`src/hdl/stack_language_tokenizer_assert.svh`:
```
// Assertion macros, compiled out for synthesis.
`ifndef STACK_LANGUAGE_TOKENIZER_ASSERT_SVH
`define STACK_LANGUAGE_TOKENIZER_ASSERT_SVH
`ifndef SYNTHESIS
`define SLT_ASSERT_IMP(lbl, ante, cons) \
	lbl: assert property (@(posedge clk) disable iff (!arst_n) (ante) |-> (cons)) \
		else $error("slt: same-cycle check failed");
`define SLT_ASSERT_NXT(lbl, ante, cons) \
	lbl: assert property (@(posedge clk) disable iff (!arst_n) (ante) |=> (cons)) \
		else $error("slt: next-cycle check failed");
`else
`define SLT_ASSERT_IMP(lbl, ante, cons)
`define SLT_ASSERT_NXT(lbl, ante, cons)
`endif
`endif

```
`src/hdl/slt_pkg.sv`:
```
`default_nettype none
package slt_pkg;

	typedef enum logic [2:0] {
		MODE_IDLE    = 3'd0,
		MODE_COMMENT = 3'd1,
		MODE_SIG     = 3'd2,
		MODE_AFTER   = 3'd3,
		MODE_NUMBER  = 3'd4,
		MODE_WORD    = 3'd5,
		MODE_ENDED   = 3'd6
	} mode_t;

	typedef logic [2:0] kind_t;

	localparam kind_t K_EOL    = 3'd0;
	localparam kind_t K_BDEF   = 3'd1;
	localparam kind_t K_EDEF   = 3'd2;
	localparam kind_t K_BQUOTE = 3'd3;
	localparam kind_t K_EQUOTE = 3'd4;
	localparam kind_t K_NUMBER = 3'd5;
	localparam kind_t K_WORD   = 3'd6;
	localparam kind_t K_END    = 3'd7;

	localparam logic [7:0] CH_NUL    = 8'h00;
	localparam logic [7:0] CH_TAB    = 8'h09;
	localparam logic [7:0] CH_LF     = 8'h0A;
	localparam logic [7:0] CH_VT     = 8'h0B;
	localparam logic [7:0] CH_FF     = 8'h0C;
	localparam logic [7:0] CH_CR     = 8'h0D;
	localparam logic [7:0] CH_SPACE  = 8'h20;
	localparam logic [7:0] CH_HASH   = 8'h23;
	localparam logic [7:0] CH_LPAREN = 8'h28;
	localparam logic [7:0] CH_RPAREN = 8'h29;
	localparam logic [7:0] CH_DOT    = 8'h2E;
	localparam logic [7:0] CH_ZERO   = 8'h30;
	localparam logic [7:0] CH_NINE   = 8'h39;
	localparam logic [7:0] CH_COLON  = 8'h3A;
	localparam logic [7:0] CH_SEMI   = 8'h3B;
	localparam logic [7:0] CH_LBRACK = 8'h5B;
	localparam logic [7:0] CH_RBRACK = 8'h5D;
	localparam logic [7:0] CH_E      = 8'h65;

	typedef struct packed {
		kind_t      token_kind;
		logic [7:0] text_char;
		logic       has_char;
		logic       token_done;
		logic       last_of_run;
	} res_t;

	typedef struct packed {
		mode_t       nxt_mode;
		logic [1:0]  n_res;
		res_t        r0;
		res_t        r1;
	} dec_t;

endpackage
`default_nettype wire

```
`src/hdl/slt_if.sv`:
```
`default_nettype none
interface slt_in_if;
	logic       valid;
	logic       ready;
	logic [7:0] input_char;
	logic       end_of_input;

	modport source (output valid, input_char, end_of_input, input ready);
	modport sink (input valid, input_char, end_of_input, output ready);
endinterface

interface slt_out_if;
	logic       valid;
	logic       ready;
	logic [2:0] token_kind;
	logic [7:0] text_char;
	logic       has_char;
	logic       token_done;
	logic       last_of_run;

	modport source (output valid, token_kind, text_char, has_char, token_done, last_of_run,
		input ready);
	modport sink (input valid, token_kind, text_char, has_char, token_done, last_of_run,
		output ready);
endinterface
`default_nettype wire

```
`src/hdl/slt_decode.sv`:
```
`default_nettype none
module slt_decode #(
	parameter int DEPTH_WIDTH = 8
) (
	input  wire slt_pkg::mode_t           mode,
	input  wire logic [DEPTH_WIDTH-1:0]   depth,
	input  wire logic [7:0]               c,
	input  wire logic                     eoi,
	output slt_pkg::dec_t                 dec,
	output logic [DEPTH_WIDTH-1:0]        nxt_depth
);

	localparam logic [DEPTH_WIDTH-1:0] DEPTH_MAX = {DEPTH_WIDTH{1'b1}};
	localparam logic [DEPTH_WIDTH-1:0] DEPTH_ONE = {{(DEPTH_WIDTH-1){1'b0}}, 1'b1};

	function automatic slt_pkg::res_t mk(slt_pkg::kind_t k, logic [7:0] ch, logic has);
		slt_pkg::res_t r;
		r.token_kind  = k;
		r.text_char   = has ? ch : 8'h00;
		r.has_char    = has;
		r.token_done  = !has;
		r.last_of_run = 1'b0;
		return r;
	endfunction

	logic            is_digit, is_blank, is_nl, is_delim, num_cont, word_cont;
	slt_pkg::res_t   idle_res;
	logic            idle_has, idle_set;
	slt_pkg::mode_t  idle_mode;
	logic [DEPTH_WIDTH-1:0] dep_dec;

	assign is_digit = (c >= slt_pkg::CH_ZERO) && (c <= slt_pkg::CH_NINE);
	assign is_blank = (c == slt_pkg::CH_SPACE) || (c == slt_pkg::CH_TAB) ||
		(c == slt_pkg::CH_VT) || (c == slt_pkg::CH_FF);
	assign is_nl    = (c == slt_pkg::CH_LF) || (c == slt_pkg::CH_CR);
	assign is_delim = (c == slt_pkg::CH_HASH) || (c == slt_pkg::CH_LPAREN) ||
		(c == slt_pkg::CH_RPAREN) || (c == slt_pkg::CH_COLON) ||
		(c == slt_pkg::CH_SEMI) || (c == slt_pkg::CH_LBRACK) ||
		(c == slt_pkg::CH_RBRACK);
	assign num_cont  = !eoi && (is_digit || c == slt_pkg::CH_DOT || c == slt_pkg::CH_E);
	assign word_cont = !eoi && c != slt_pkg::CH_NUL && !is_blank && !is_nl && !is_delim;
	assign dep_dec   = (depth != '0) ? depth - DEPTH_ONE : '0;

	always_comb begin
		idle_res  = mk(slt_pkg::K_EOL, c, 1'b0);
		idle_has  = 1'b0;
		idle_set  = 1'b0;
		idle_mode = slt_pkg::MODE_IDLE;
		priority if (eoi || c == slt_pkg::CH_NUL) begin
			idle_res  = mk(slt_pkg::K_END, c, 1'b0);
			idle_has  = 1'b1;
			idle_mode = slt_pkg::MODE_ENDED;
		end else if (is_nl) begin
			idle_has = 1'b1;
		end else if (is_blank || c == slt_pkg::CH_RPAREN) begin
			idle_has = 1'b0;
		end else if (c == slt_pkg::CH_HASH) begin
			idle_mode = slt_pkg::MODE_COMMENT;
		end else if (c == slt_pkg::CH_LPAREN) begin
			idle_mode = slt_pkg::MODE_SIG;
			idle_set  = 1'b1;
		end else if (c == slt_pkg::CH_COLON) begin
			idle_res = mk(slt_pkg::K_BDEF, c, 1'b0);
			idle_has = 1'b1;
		end else if (c == slt_pkg::CH_SEMI) begin
			idle_res = mk(slt_pkg::K_EDEF, c, 1'b0);
			idle_has = 1'b1;
		end else if (c == slt_pkg::CH_LBRACK) begin
			idle_res = mk(slt_pkg::K_BQUOTE, c, 1'b0);
			idle_has = 1'b1;
		end else if (c == slt_pkg::CH_RBRACK) begin
			idle_res = mk(slt_pkg::K_EQUOTE, c, 1'b0);
			idle_has = 1'b1;
		end else if (is_digit) begin
			idle_res  = mk(slt_pkg::K_NUMBER, c, 1'b1);
			idle_has  = 1'b1;
			idle_mode = slt_pkg::MODE_NUMBER;
		end else begin
			idle_res  = mk(slt_pkg::K_WORD, c, 1'b1);
			idle_has  = 1'b1;
			idle_mode = slt_pkg::MODE_WORD;
		end
	end

	always_comb begin
		dec.nxt_mode = mode;
		dec.n_res    = 2'd0;
		dec.r0       = idle_res;
		dec.r1       = idle_res;
		nxt_depth    = depth;
		unique case (mode)
			slt_pkg::MODE_COMMENT: begin
				if (eoi) begin
					dec.r0       = mk(slt_pkg::K_END, c, 1'b0);
					dec.n_res    = 2'd1;
					dec.nxt_mode = slt_pkg::MODE_ENDED;
				end else if (is_nl) begin
					dec.nxt_mode = slt_pkg::MODE_IDLE;
				end
			end
			slt_pkg::MODE_SIG: begin
				if (eoi) begin
					dec.r0       = mk(slt_pkg::K_END, c, 1'b0);
					dec.n_res    = 2'd1;
					dec.nxt_mode = slt_pkg::MODE_ENDED;
				end else if (c == slt_pkg::CH_LPAREN) begin
					if (depth != DEPTH_MAX) nxt_depth = depth + DEPTH_ONE;
				end else if (c == slt_pkg::CH_RPAREN) begin
					nxt_depth = dep_dec;
					if (dep_dec == '0) dec.nxt_mode = slt_pkg::MODE_AFTER;
				end
			end
			slt_pkg::MODE_AFTER: begin
				if (eoi) begin
					dec.r0       = mk(slt_pkg::K_END, c, 1'b0);
					dec.n_res    = 2'd1;
					dec.nxt_mode = slt_pkg::MODE_ENDED;
				end else begin
					dec.nxt_mode = slt_pkg::MODE_IDLE;
				end
			end
			slt_pkg::MODE_NUMBER: begin
				if (num_cont) begin
					dec.r0    = mk(slt_pkg::K_NUMBER, c, 1'b1);
					dec.n_res = 2'd1;
				end else begin
					dec.r0       = mk(slt_pkg::K_NUMBER, c, 1'b0);
					dec.n_res    = idle_has ? 2'd2 : 2'd1;
					dec.nxt_mode = idle_mode;
					if (idle_set) nxt_depth = DEPTH_ONE;
				end
			end
			slt_pkg::MODE_WORD: begin
				if (word_cont) begin
					dec.r0    = mk(slt_pkg::K_WORD, c, 1'b1);
					dec.n_res = 2'd1;
				end else begin
					dec.r0       = mk(slt_pkg::K_WORD, c, 1'b0);
					dec.n_res    = idle_has ? 2'd2 : 2'd1;
					dec.nxt_mode = idle_mode;
					if (idle_set) nxt_depth = DEPTH_ONE;
				end
			end
			slt_pkg::MODE_ENDED: begin
				dec.r0    = mk(slt_pkg::K_END, c, 1'b0);
				dec.n_res = 2'd1;
			end
			default: begin
				dec.r0       = idle_res;
				dec.n_res    = {1'b0, idle_has};
				dec.nxt_mode = idle_mode;
				if (idle_set) nxt_depth = DEPTH_ONE;
			end
		endcase
		if (dec.n_res == 2'd1) dec.r0.last_of_run = 1'b1;
		if (dec.n_res == 2'd2) dec.r1.last_of_run = 1'b1;
	end

endmodule
`default_nettype wire

```
`src/hdl/slt_outq.sv`:
```
`default_nettype none
module slt_outq (
	input  wire logic          clk,
	input  wire logic          arst_n,
	input  wire logic          push,
	input  wire logic [1:0]    push_n,
	input  wire slt_pkg::res_t r0,
	input  wire slt_pkg::res_t r1,
	input  wire logic          pop,
	output logic               room,
	output logic               valid,
	output slt_pkg::res_t      head
);

	localparam int QDEPTH = 4;
	localparam int PW     = $clog2(QDEPTH);

	slt_pkg::res_t  mem_q [QDEPTH];
	logic [PW-1:0]  head_q, tail_q;
	logic [PW:0]    cnt_q;
	logic [1:0]     pn;

	assign pn    = push ? push_n : 2'd0;
	assign room  = cnt_q <= (PW+1)'(QDEPTH - 2);
	assign valid = cnt_q != '0;
	assign head  = mem_q[head_q];

	always_ff @(posedge clk) begin
		if (pn != 2'd0) mem_q[tail_q] <= r0;
		if (pn == 2'd2) mem_q[tail_q + PW'(1)] <= r1;
	end

	always_ff @(posedge clk or negedge arst_n) begin
		if (!arst_n) begin
			head_q <= '0;
			tail_q <= '0;
			cnt_q  <= '0;
		end else begin
			tail_q <= tail_q + PW'(pn);
			if (pop) head_q <= head_q + PW'(1);
			cnt_q <= cnt_q + (PW+1)'(pn) - (PW+1)'(pop);
		end
	end

endmodule
`default_nettype wire

```
`src/hdl/stack_language_tokenizer.sv`:
```
// A character accepted on the input is held in the input stage register and
// decoded there; its tokens are written into the result queue that drives the
// token port. Throughput: one character per cycle while the queue has room; a
// character that yields two tokens takes two entries of the 4-word result queue.
// Reset (arst_n low): scan mode idle, nesting depth zero, input stage and
// result queue empty.
`default_nettype none
`include "stack_language_tokenizer_assert.svh"
module stack_language_tokenizer #(
	parameter int DEPTH_WIDTH = 8
) (
	input  wire logic  clk,
	input  wire logic  arst_n,
	slt_in_if.sink     chars,
	slt_out_if.source  tokens
);

	logic                   valid_s1;
	logic [7:0]             char_s1;
	logic                   eoi_s1;
	slt_pkg::mode_t         mode_q;
	logic [DEPTH_WIDTH-1:0] depth_q;

	slt_pkg::dec_t          dec;
	logic [DEPTH_WIDTH-1:0] nxt_depth;
	logic                   room, adv, take;
	slt_pkg::res_t          head;

	assign adv         = valid_s1 && room;
	assign chars.ready = !valid_s1 || room;
	assign take        = chars.valid && chars.ready;

	slt_decode #(.DEPTH_WIDTH(DEPTH_WIDTH)) u_dec (
		.mode      (mode_q),
		.depth     (depth_q),
		.c         (char_s1),
		.eoi       (eoi_s1),
		.dec       (dec),
		.nxt_depth (nxt_depth)
	);

	slt_outq u_q (
		.clk    (clk),
		.arst_n (arst_n),
		.push   (adv),
		.push_n (dec.n_res),
		.r0     (dec.r0),
		.r1     (dec.r1),
		.pop    (tokens.valid && tokens.ready),
		.room   (room),
		.valid  (tokens.valid),
		.head   (head)
	);

	assign tokens.token_kind  = head.token_kind;
	assign tokens.text_char   = head.text_char;
	assign tokens.has_char    = head.has_char;
	assign tokens.token_done  = head.token_done;
	assign tokens.last_of_run = head.last_of_run;

	always_ff @(posedge clk) begin
		if (take) begin
			char_s1 <= chars.input_char;
			eoi_s1  <= chars.end_of_input;
		end
	end

	always_ff @(posedge clk or negedge arst_n) begin
		if (!arst_n) begin
			valid_s1 <= 1'b0;
			mode_q   <= slt_pkg::MODE_IDLE;
			depth_q  <= '0;
		end else begin
			if (take) valid_s1 <= 1'b1;
			else if (adv) valid_s1 <= 1'b0;
			if (adv) begin
				mode_q  <= dec.nxt_mode;
				depth_q <= nxt_depth;
			end
		end
	end

	`SLT_ASSERT_NXT(a_ended_sticky, mode_q == slt_pkg::MODE_ENDED, mode_q == slt_pkg::MODE_ENDED)
	`SLT_ASSERT_NXT(a_eoi_ends, adv && eoi_s1, mode_q == slt_pkg::MODE_ENDED)
	`SLT_ASSERT_IMP(a_sig_depth, mode_q == slt_pkg::MODE_SIG, depth_q != '0)

endmodule
`default_nettype wire
```
`src/flat_wrapper.sv`:
```
// flat-port wrapper written by rule: the top's interface ports become plain ports
module stack_language_tokenizer_flat 
#(
	parameter int DEPTH_WIDTH = 8
)
  (clk, arst_n, chars_valid, chars_input_char, chars_end_of_input, chars_ready, tokens_valid, tokens_token_kind, tokens_text_char, tokens_has_char, tokens_token_done, tokens_last_of_run, tokens_ready);
  slt_in_if chars_i ();
  slt_out_if tokens_i ();
  input  wire logic clk;
  input  wire logic arst_n;
  input wire logic [$bits(chars_i.valid)-1:0] chars_valid;
  input wire logic [$bits(chars_i.input_char)-1:0] chars_input_char;
  input wire logic [$bits(chars_i.end_of_input)-1:0] chars_end_of_input;
  output wire logic [$bits(chars_i.ready)-1:0] chars_ready;
  output wire logic [$bits(tokens_i.valid)-1:0] tokens_valid;
  output wire logic [$bits(tokens_i.token_kind)-1:0] tokens_token_kind;
  output wire logic [$bits(tokens_i.text_char)-1:0] tokens_text_char;
  output wire logic [$bits(tokens_i.has_char)-1:0] tokens_has_char;
  output wire logic [$bits(tokens_i.token_done)-1:0] tokens_token_done;
  output wire logic [$bits(tokens_i.last_of_run)-1:0] tokens_last_of_run;
  input wire logic [$bits(tokens_i.ready)-1:0] tokens_ready;
  assign chars_i.valid = chars_valid;
  assign chars_i.input_char = chars_input_char;
  assign chars_i.end_of_input = chars_end_of_input;
  assign chars_ready = chars_i.ready;
  assign tokens_valid = tokens_i.valid;
  assign tokens_token_kind = tokens_i.token_kind;
  assign tokens_text_char = tokens_i.text_char;
  assign tokens_has_char = tokens_i.has_char;
  assign tokens_token_done = tokens_i.token_done;
  assign tokens_last_of_run = tokens_i.last_of_run;
  assign tokens_i.ready = tokens_ready;
  stack_language_tokenizer #(.DEPTH_WIDTH(DEPTH_WIDTH)) u_core (.clk(clk), .arst_n(arst_n), .chars(chars_i), .tokens(tokens_i));
endmodule
```
`config.mk`:
```
export PLATFORM = sky130hd
export DESIGN_NAME = stack_language_tokenizer_flat
export DESIGN_NICKNAME = d
export VERILOG_FILES = /design/src/hdl/slt_pkg.sv /design/src/hdl/slt_if.sv /design/src/hdl/slt_decode.sv /design/src/hdl/slt_outq.sv /design/src/hdl/stack_language_tokenizer.sv /design/src/flat_wrapper.sv
export VERILOG_INCLUDE_DIRS = /design/src /design/src/hdl
export SDC_FILE = /design/constraint.sdc
export NUM_CORES = 1
export LEC_CHECK = 0
export ABC_CLOCK_PERIOD_IN_PS = 5200
export BUFFER_PORTS_ARGS = -buffer_cell sky130_fd_sc_hd__buf_2
export CORE_AREA = 8 8 109 120
export CTS_CLUSTER_DIAMETER = 200
export DETAILED_ROUTE_END_ITERATION = 7
export DIE_AREA = 0 0 117 128
export GPL_ROUTABILITY_DRIVEN = 0
export SYNTH_ARGS = -nofsm -noshare
export SYNTH_HDL_FRONTEND = slang
export SYNTH_SLANG_ARGS = --single-unit
```
`constraint.sdc`:
```
create_clock -name clk -period 5.2 [get_ports clk]
set_clock_uncertainty 0.05 [all_clocks]
set_input_delay 1.04 -clock clk [delete_from_list [all_inputs] [get_ports clk]]
set_output_delay 1.04 -clock clk [all_outputs]
set_load 0.01 [all_outputs]
```
==> results of run 1 <==
[worst paths after layout]
kind                                               start                              to  slack [ps]
max                          u_core.char_s1[0]$_DFFE_PP_   u_core.u_q.cnt_q[2]$_DFF_PN0_        1160
min                        u_core.u_q.cnt_q[2]$_DFF_PN0_   u_core.u_q.cnt_q[2]$_DFF_PN0_         450
max reg2reg                  u_core.char_s1[0]$_DFFE_PP_   u_core.u_q.cnt_q[2]$_DFF_PN0_        1160
min reg2reg                u_core.u_q.cnt_q[2]$_DFF_PN0_   u_core.u_q.cnt_q[2]$_DFF_PN0_         450
max in group asynchronous                         arst_n  u_core.u_q.tail_q[0]$_DFF_PN0_        4200
min in group asynchronous                         arst_n   u_core.depth_q[5]$_DFFE_PN0P_         590
[worst reg2reg max path, cell delays in order (launching register included)]
cell and delay (ps):
edfxtp_1 690, nor4b_2 450, a31o_1 220, o31a_1 290, nand2_1 100, o311ai_2 750
or2_2 230, ha_1 220, inv_1 50, ha_1 140, inv_1 50, fa_1 380
xor2_1 170, xnor2_1 130
[cell usage after synthesis, types with 8 or more instances]
master    instances  share of area, %
dfrtp_1          19               9.4
nand2b_1         10               1.2
and2_1           25               3.1
edfxtp_1         65                39
o21ai_0          35               3.5
nor2_1           32               2.4
nand2_1          28               2.1
nor3_1            9              0.89
a21oi_1          25               2.5
inv_1            17               1.3
mux4_2           14               6.2
nand3_1          15               1.5
a31oi_1           8              0.99
clkbuf_1         15               1.1
[layout make-up]
type | instances | area share, %
Timing Repair Buffer | 32 | 3.053
Tap cell | 150 | 3.368
Sequential cell | 84 | 43.56
Clock buffer | 9 | 4.041
Inverter | 18 | 1.212
Clock inverter | 7 | 1.167
Multi-Input combinational cell | 331 | 43.60
[layer usage]
layer  vias up  share of wire [%]
li1       1791                  -
met1      1856                 43
met2       142                 49
met3        27                5.3
met4         0                2.3
met5         -                  0
[flip-flops by register name, summed over array words and instances (netlist names)]
| signal | cells |
|---|---|
| u_core.char_s1 | 8 |
| u_core.u_q.tail_q | 2 |
| u_core.u_q.head_q | 2 |
| u_core.u_q.mem_q | 56 |
| u_core.eoi_s1 | 1 |
| u_core.u_q.cnt_q | 3 |
| u_core.depth_q | 8 |
| u_core.mode_q | 3 |
| u_core.valid_s1 | 1 |
[power groups by stage]
stage          Clock, W  Sequential (W)  Combinational [W]
2_1_floorplan         0         0.00109            0.00114
3_3_place_gp          0         0.00126            0.00137
3_5_place_dp          0         0.00127            0.00140
4_1_cts        0.000641         0.00126            0.00141
5_1_grt        0.000669         0.00129            0.00155
6_report       0.000633         0.00126            0.00139
[kinds of logic after synthesis]
group	Yosys count
fa+ha+maj	8
xor+xnor	8
buf+inv	50
compound gates	130
simple gates	169
flops	84
mux	16
[through the flow]
| stage | power (W) | hold WS (ps) |
|---|---|---|
| after floorplan | 0.002238 | 412.0 |
| after global placement | 0.002626 | 429.8 |
| after detailed placement | 0.002672 | 436.4 |
| after CTS | 0.003309 | 449.9 |
| after global routing | 0.003509 | 476.7 |
| final | 0.003281 | 446.0 |
==> metrics.txt, run 1 <==
setup bufs post-CTS=0; Clock transition at path regs=60 ps; Mapped Nets=486; Final setup viols=0; Worst Path Max Fanout=21; Net Sw Frac=39.86%; Slowest-stage cell, CP=o311ai_2; Worst Hold Depth=1; status=finished, final reports clean; TritonCTS clock tree=yes; DRT Pass-1 Iters=5; worst path buffer plus inverter count=2; worst vdd ir=0.0002164 V; critical path class=flip-flop to flip-flop; Starting DRT DRC Count=311; xor and xnor area share after synthesis=1.383%; Post-synth ARST share=22.62%; root buffer cell=clkbuf_16; final instance area=about 5600 µm²; slew of the pin with the lowest slew margin=979.3 ps; largest family of logic cells by synthesized area=simple AND/OR/NAND/NOR gates; antenna violation net count after detailed routing=0; simple-gate share of the synthesized area=19.16%; share of cells above drive strength 1=between 10% and 20%; final hold vios=0; Initial Utilization=45.31%; Yosys warning count=0; mux share of post-synthesis cell area=6.642%; clock power share=19.3%; post-DP HPWL=8424 µm; GR peak layer=met2; Logic pwr share=a little over two fifths; via count=approximately 3.8k; Diodes inserted=0; largest net degree at the start of global routing=23; CP Depth=13; vias per inst=roughly 6; period utilization=77.71%; number of global-route vias before repair=3,844; commonest non-fill, non-tap cell in the layout=edfxtp_1; Remaining DRCs=0; clk_lat worst skew=340 ps; PD cells=588.8 nW/µm²; syn_area_per_cell=roughly 11 µm²; Leak=slightly below 2 nW; initial antenna violation count=0; worst min path class=flip-flop to flip-flop; Rel. slew slack=34.71%; Synth Area in Adders=2.123%; top_reg_cell synth=edfxtp_1; detailed-route wire length per cell=18.88 µm; CP endpoint kind=flip-flop; EDFF count, synth=65; internal power=roughly 0.0020 W; first-pass GRT wire length=19,870 µm; Filler Cells Inserted=1,042; Compound-Gate Fraction of Synth Area=18.12%; cts hold-fix bufs=0; clock sink count=84; GR Util met2=28.19%; Core ar.=11,180 µm²; sequential power share=38.3%; R2R depth=13; Setup crit start kind=flip-flop; Final Slew Violations=0; GRT overflow=0; unrepaired setup endpoints after global routing=no; fin util=roughly half; NumNets Final=497; Post-Syn Instances=465; CTS Buffer Depth=2; flops & latches, synth=84; Critical Path Max Stage Delay=between 700 and 800 ps; CTS HTree Levels=3; Area Overhead vs Synth=9.975%; Setup TNS=0 ps; Total GRT Usage=around 17%; io pins=29; Std-Cell Rows=just over 40; Routed WL=between 10,000 and 15,000 µm; max frequency=0.2475 GHz; Port-buffer cells=28; Die W=approximately 120 µm; sw power=0.001308 W; CP top delay family=compound AO/OA/AOI/OAI gates; commonest non-fill, non-tap cells in the layout=edfxtp_1 (65), o21ai_0 (35), nor2_1 (32); Arrival @ worst endpoint=4220 ps; Unique masters post-synth=84; Mapped Area=5067 µm²; GR met1 Demand/Resource=21.37%; Register Area=2427 µm²; placed insts=roughly 620; Max-Cap Viols=0; Period minus WS final=4041 ps; post-cts resize count=0; Num CTS Buffers=9; crit-path cells=nor4b_2, a31o_1, o31a_1, nand2_1, o311ai_2, or2_2, ha_1, inv_1, ha_1, inv_1, fa_1, xor2_1, xnor2_1; die area=14,980 µm²; die span in y=roughly 130 µm; setup ws final=1159 ps; sequential fraction of the synthesis area=47.90%; multi-input logic area=between 2000 and 2500 µm²; Critical Path RT=roughly 5400 ps; Post-Layout Cell Count=approximately 630; Global Route met3 Usage=3.252%; Place WS=1199 ps; area post-placement=5283 µm²
Note: power is estimated with default switching activity, not from simulation.
==> run 2, diff against run 1 <==
Settings changed: ABC_CLOCK_PERIOD_IN_PS 5200 to 4100.
Clock period 5.2 ns to 4.1 ns, I/O delays scaled along.
==> run 2 against run 1 <==
  * Power grew 28%
  * Sequential share of layout area shrank 0.38 points
  * Wire length shrank 3.4%
  * Largest cell class is now sequential cells
  * Largest power group unchanged
  * Critical endpoint unchanged
==> metrics.txt, run 2 (same netlist as run 1, synthesis figures left out) <==
worst min path class=input port to asynchronous set/reset pin; antenna violation net count after detailed routing=0 (unchanged); Area Overhead vs Synth=10.94%; Setup TNS=0 ps (unchanged); largest net degree at the start of global routing=22 (-4.3%); largest registers=u_core.u_q.mem_q x56, u_core.char_s1 x8, u_core.depth_q x8; CP top delay family=compound AO/OA/AOI/OAI gates; post-DP HPWL=8204 µm (-2.6%); critical path class=flip-flop to flip-flop; register with the most flip-flops=u_core.u_q.mem_q; commonest non-fill, non-tap cells in the layout=edfxtp_1 (65), o21ai_0 (35), nor2_1 (32); TritonCTS clock tree=yes; first-pass GRT wire length=19,200 µm (-3.4%); vias per inst=6.014 (-0.55%); slew of the pin with the lowest slew margin=979.0 ps (-0.3371 ps); GRT overflow=0 (unchanged); Clock transition at path regs=70 ps (about the same); cts hold-fix bufs=0 (unchanged); FF-to-FF End=u_core.u_q.cnt_q[2]$_DFF_PN0_; Final setup viols=0 (unchanged); Net Sw Frac=39.53% (-0.33 points); Routed WL=11,510 µm (-3.4%); Period minus WS final=3697 ps (-343.6 ps); CP endpoint kind=flip-flop; PD cells=745.5 nW/µm² (+27%); Port-buffer cells=28 (unchanged); NumNets Final=502 (+1.0%); die span in y=128 µm (unchanged); metal1 wirelength=5085 µm (-1.4%); Slowest-stage cell, CP=edfxtp_1; root buffer cell=clkbuf_16; unrepaired setup endpoints after global routing=no; sequential power share=37.5% (-0.8 points); status=finished, final reports clean; uppermost layer routed=met4; Leak=2.020 nW (+1.7%); initial antenna violation count=0 (unchanged); sw power=0.001657 W (+27%); clk_lat worst skew=350 ps (about the same); max reg flops=56 (unchanged); share of cells above drive strength 1=18.93% (+1.3 points); final instance area=5622 µm² (+0.88%); crit-path cells=nor4b_2, a31o_1, o31a_1, a21oi_1, o22ai_1, o311ai_2, or2_2, ha_1, inv_1, ha_1, inv_1, fa_1, xor2_1, xnor2_1; area post-placement=5316 µm² (+0.64%); Hold Slack=359.0 ps (-87.03 ps); Total GRT Usage=16.48% (-0.71 points); Die W=117 µm (unchanged); DRT Pass-1 Iters=7 (+2); number of global-route vias before repair=3,789 (-1.4%); setup bufs post-CTS=0 (unchanged); Critical Path Max Stage Delay=670 ps (-80 ps); Worst Path Max Fanout=21 (unchanged); max frequency=0.2705 GHz (+9.3%); Filler Cells Inserted=1,031 (-1.1%); clock sink count=84 (unchanged); Starting DRT DRC Count=354 (+14%); post-cts resize count=0 (unchanged); Rel. slew slack=34.74% (about the same); R2R setup slack=400 ps (-760 ps); CTS HTree Levels=3 (unchanged); Max-Cap Viols=0 (unchanged); worst vdd ir=0.0002322 V (+7.3%); Critical Path RT=4290 ps (-1090 ps); CP Depth=14 (+1); Num CTS Buffers=9 (unchanged); Setup crit start kind=flip-flop; Logic pwr share=42.4% (about the same); io pins=29 (unchanged); period utilization=90.18% (+12 points); Initial Utilization=45.31% (unchanged); Met3 Wirelength=528 µm (-17%); Std-Cell Rows=41 (unchanged); Crit. Startpoint=u_core.char_s1[0]$_DFFE_PP_; die area=14,980 µm² (unchanged); commonest non-fill, non-tap cell in the layout=edfxtp_1; Final Slew Violations=0 (unchanged); worst path buffer plus inverter count=2 (unchanged); Core ar.=11,180 µm² (unchanged); CTS Buffer Depth=2 (unchanged); detailed-route wire length per cell=18.09 µm (-4.2%); internal power=0.002534 W (+28%); Diodes inserted=0 (unchanged); via count=3,825 (+0.24%); Met2 Wirelength=5424 µm (-7.3%); clock power share=20.0% (+0.7 points); Remaining DRCs=0 (unchanged); Arrival @ worst endpoint=3880 ps (-340 ps); R2R depth=14 (+1); worst reg2reg startpoint=u_core.char_s1[0]$_DFFE_PP_; final hold vios=0 (unchanged)
-- run 2: cell count changes in the layout (fill, tap and decap cells not counted) --
| cell | change |
|---|---|
| buf_4 | +5 |
| clkinv_1 | -3 |
| clkinv_2 | +1 |
| clkinvlp_4 | -1 |
| inv_6 | +2 |
| inv_8 | +1 |
| o21bai_1 | +1 |
| o21bai_2 | -1 |
-- run 2: worst max path at each step --
stage | endpoint | slack (ps)
after global routing | u_core.u_q.cnt_q[2]$_DFF_PN0_ | 190
after CTS | u_core.u_q.cnt_q[2]$_DFF_PN0_ | 420
final | u_core.u_q.cnt_q[2]$_DFF_PN0_ | 400
after global placement | u_core.u_q.cnt_q[2]$_DFF_PN0_ | 570
after floorplan | u_core.u_q.mem_q[2][0]$_DFFE_PP_ | 140
after detailed placement | u_core.u_q.cnt_q[2]$_DFF_PN0_ | 430
-- run 2: power by group through the flow --
stage,sequential (W),clock [W],combinational [W]
after CTS,0.00158,0.000852,0.00179
after floorplan,0.00139,0,0.00145
after global placement,0.00158,0,0.00177
after global routing,0.00162,0.000888,0.00198
after detailed placement,0.00159,0,0.00179
final,0.00157,0.000840,0.00178
-- run 2: cell type report --
cell class	count	area, µm²	area share (%)
clock buffers	9	225.2	4.006
clock inverters	7	80.08	1.424
inverters	18	67.56	1.202
multi-input cells	331	2426	43.16
flip-flops and latches	84	2427	43.18
well taps	150	187.7	3.339
repair buffers	37	207.7	3.695
-- run 2: stage by stage --
stage | std cells | power, W | worst slack, ps | util, %
after detailed placement | 620 | 0.003388 | 429.8 | 47.54
after global routing | 636 | 0.004485 | 192.8 | 50.27
after floorplan | 465 | 0.002838 | 143.0 | -
after global placement | 620 | 0.003351 | 573.3 | 47.54
final | 636 | 0.004191 | 402.6 | 50.27
after CTS | 636 | 0.004225 | 422.6 | 50.27
-- run 2: routing by layer --
layer  GRT usage [%]  vias up
met4           10.26        0
li1                -     1812
met2           26.09      119
met3           2.309       36
met1           20.71     1858
met5               0        -
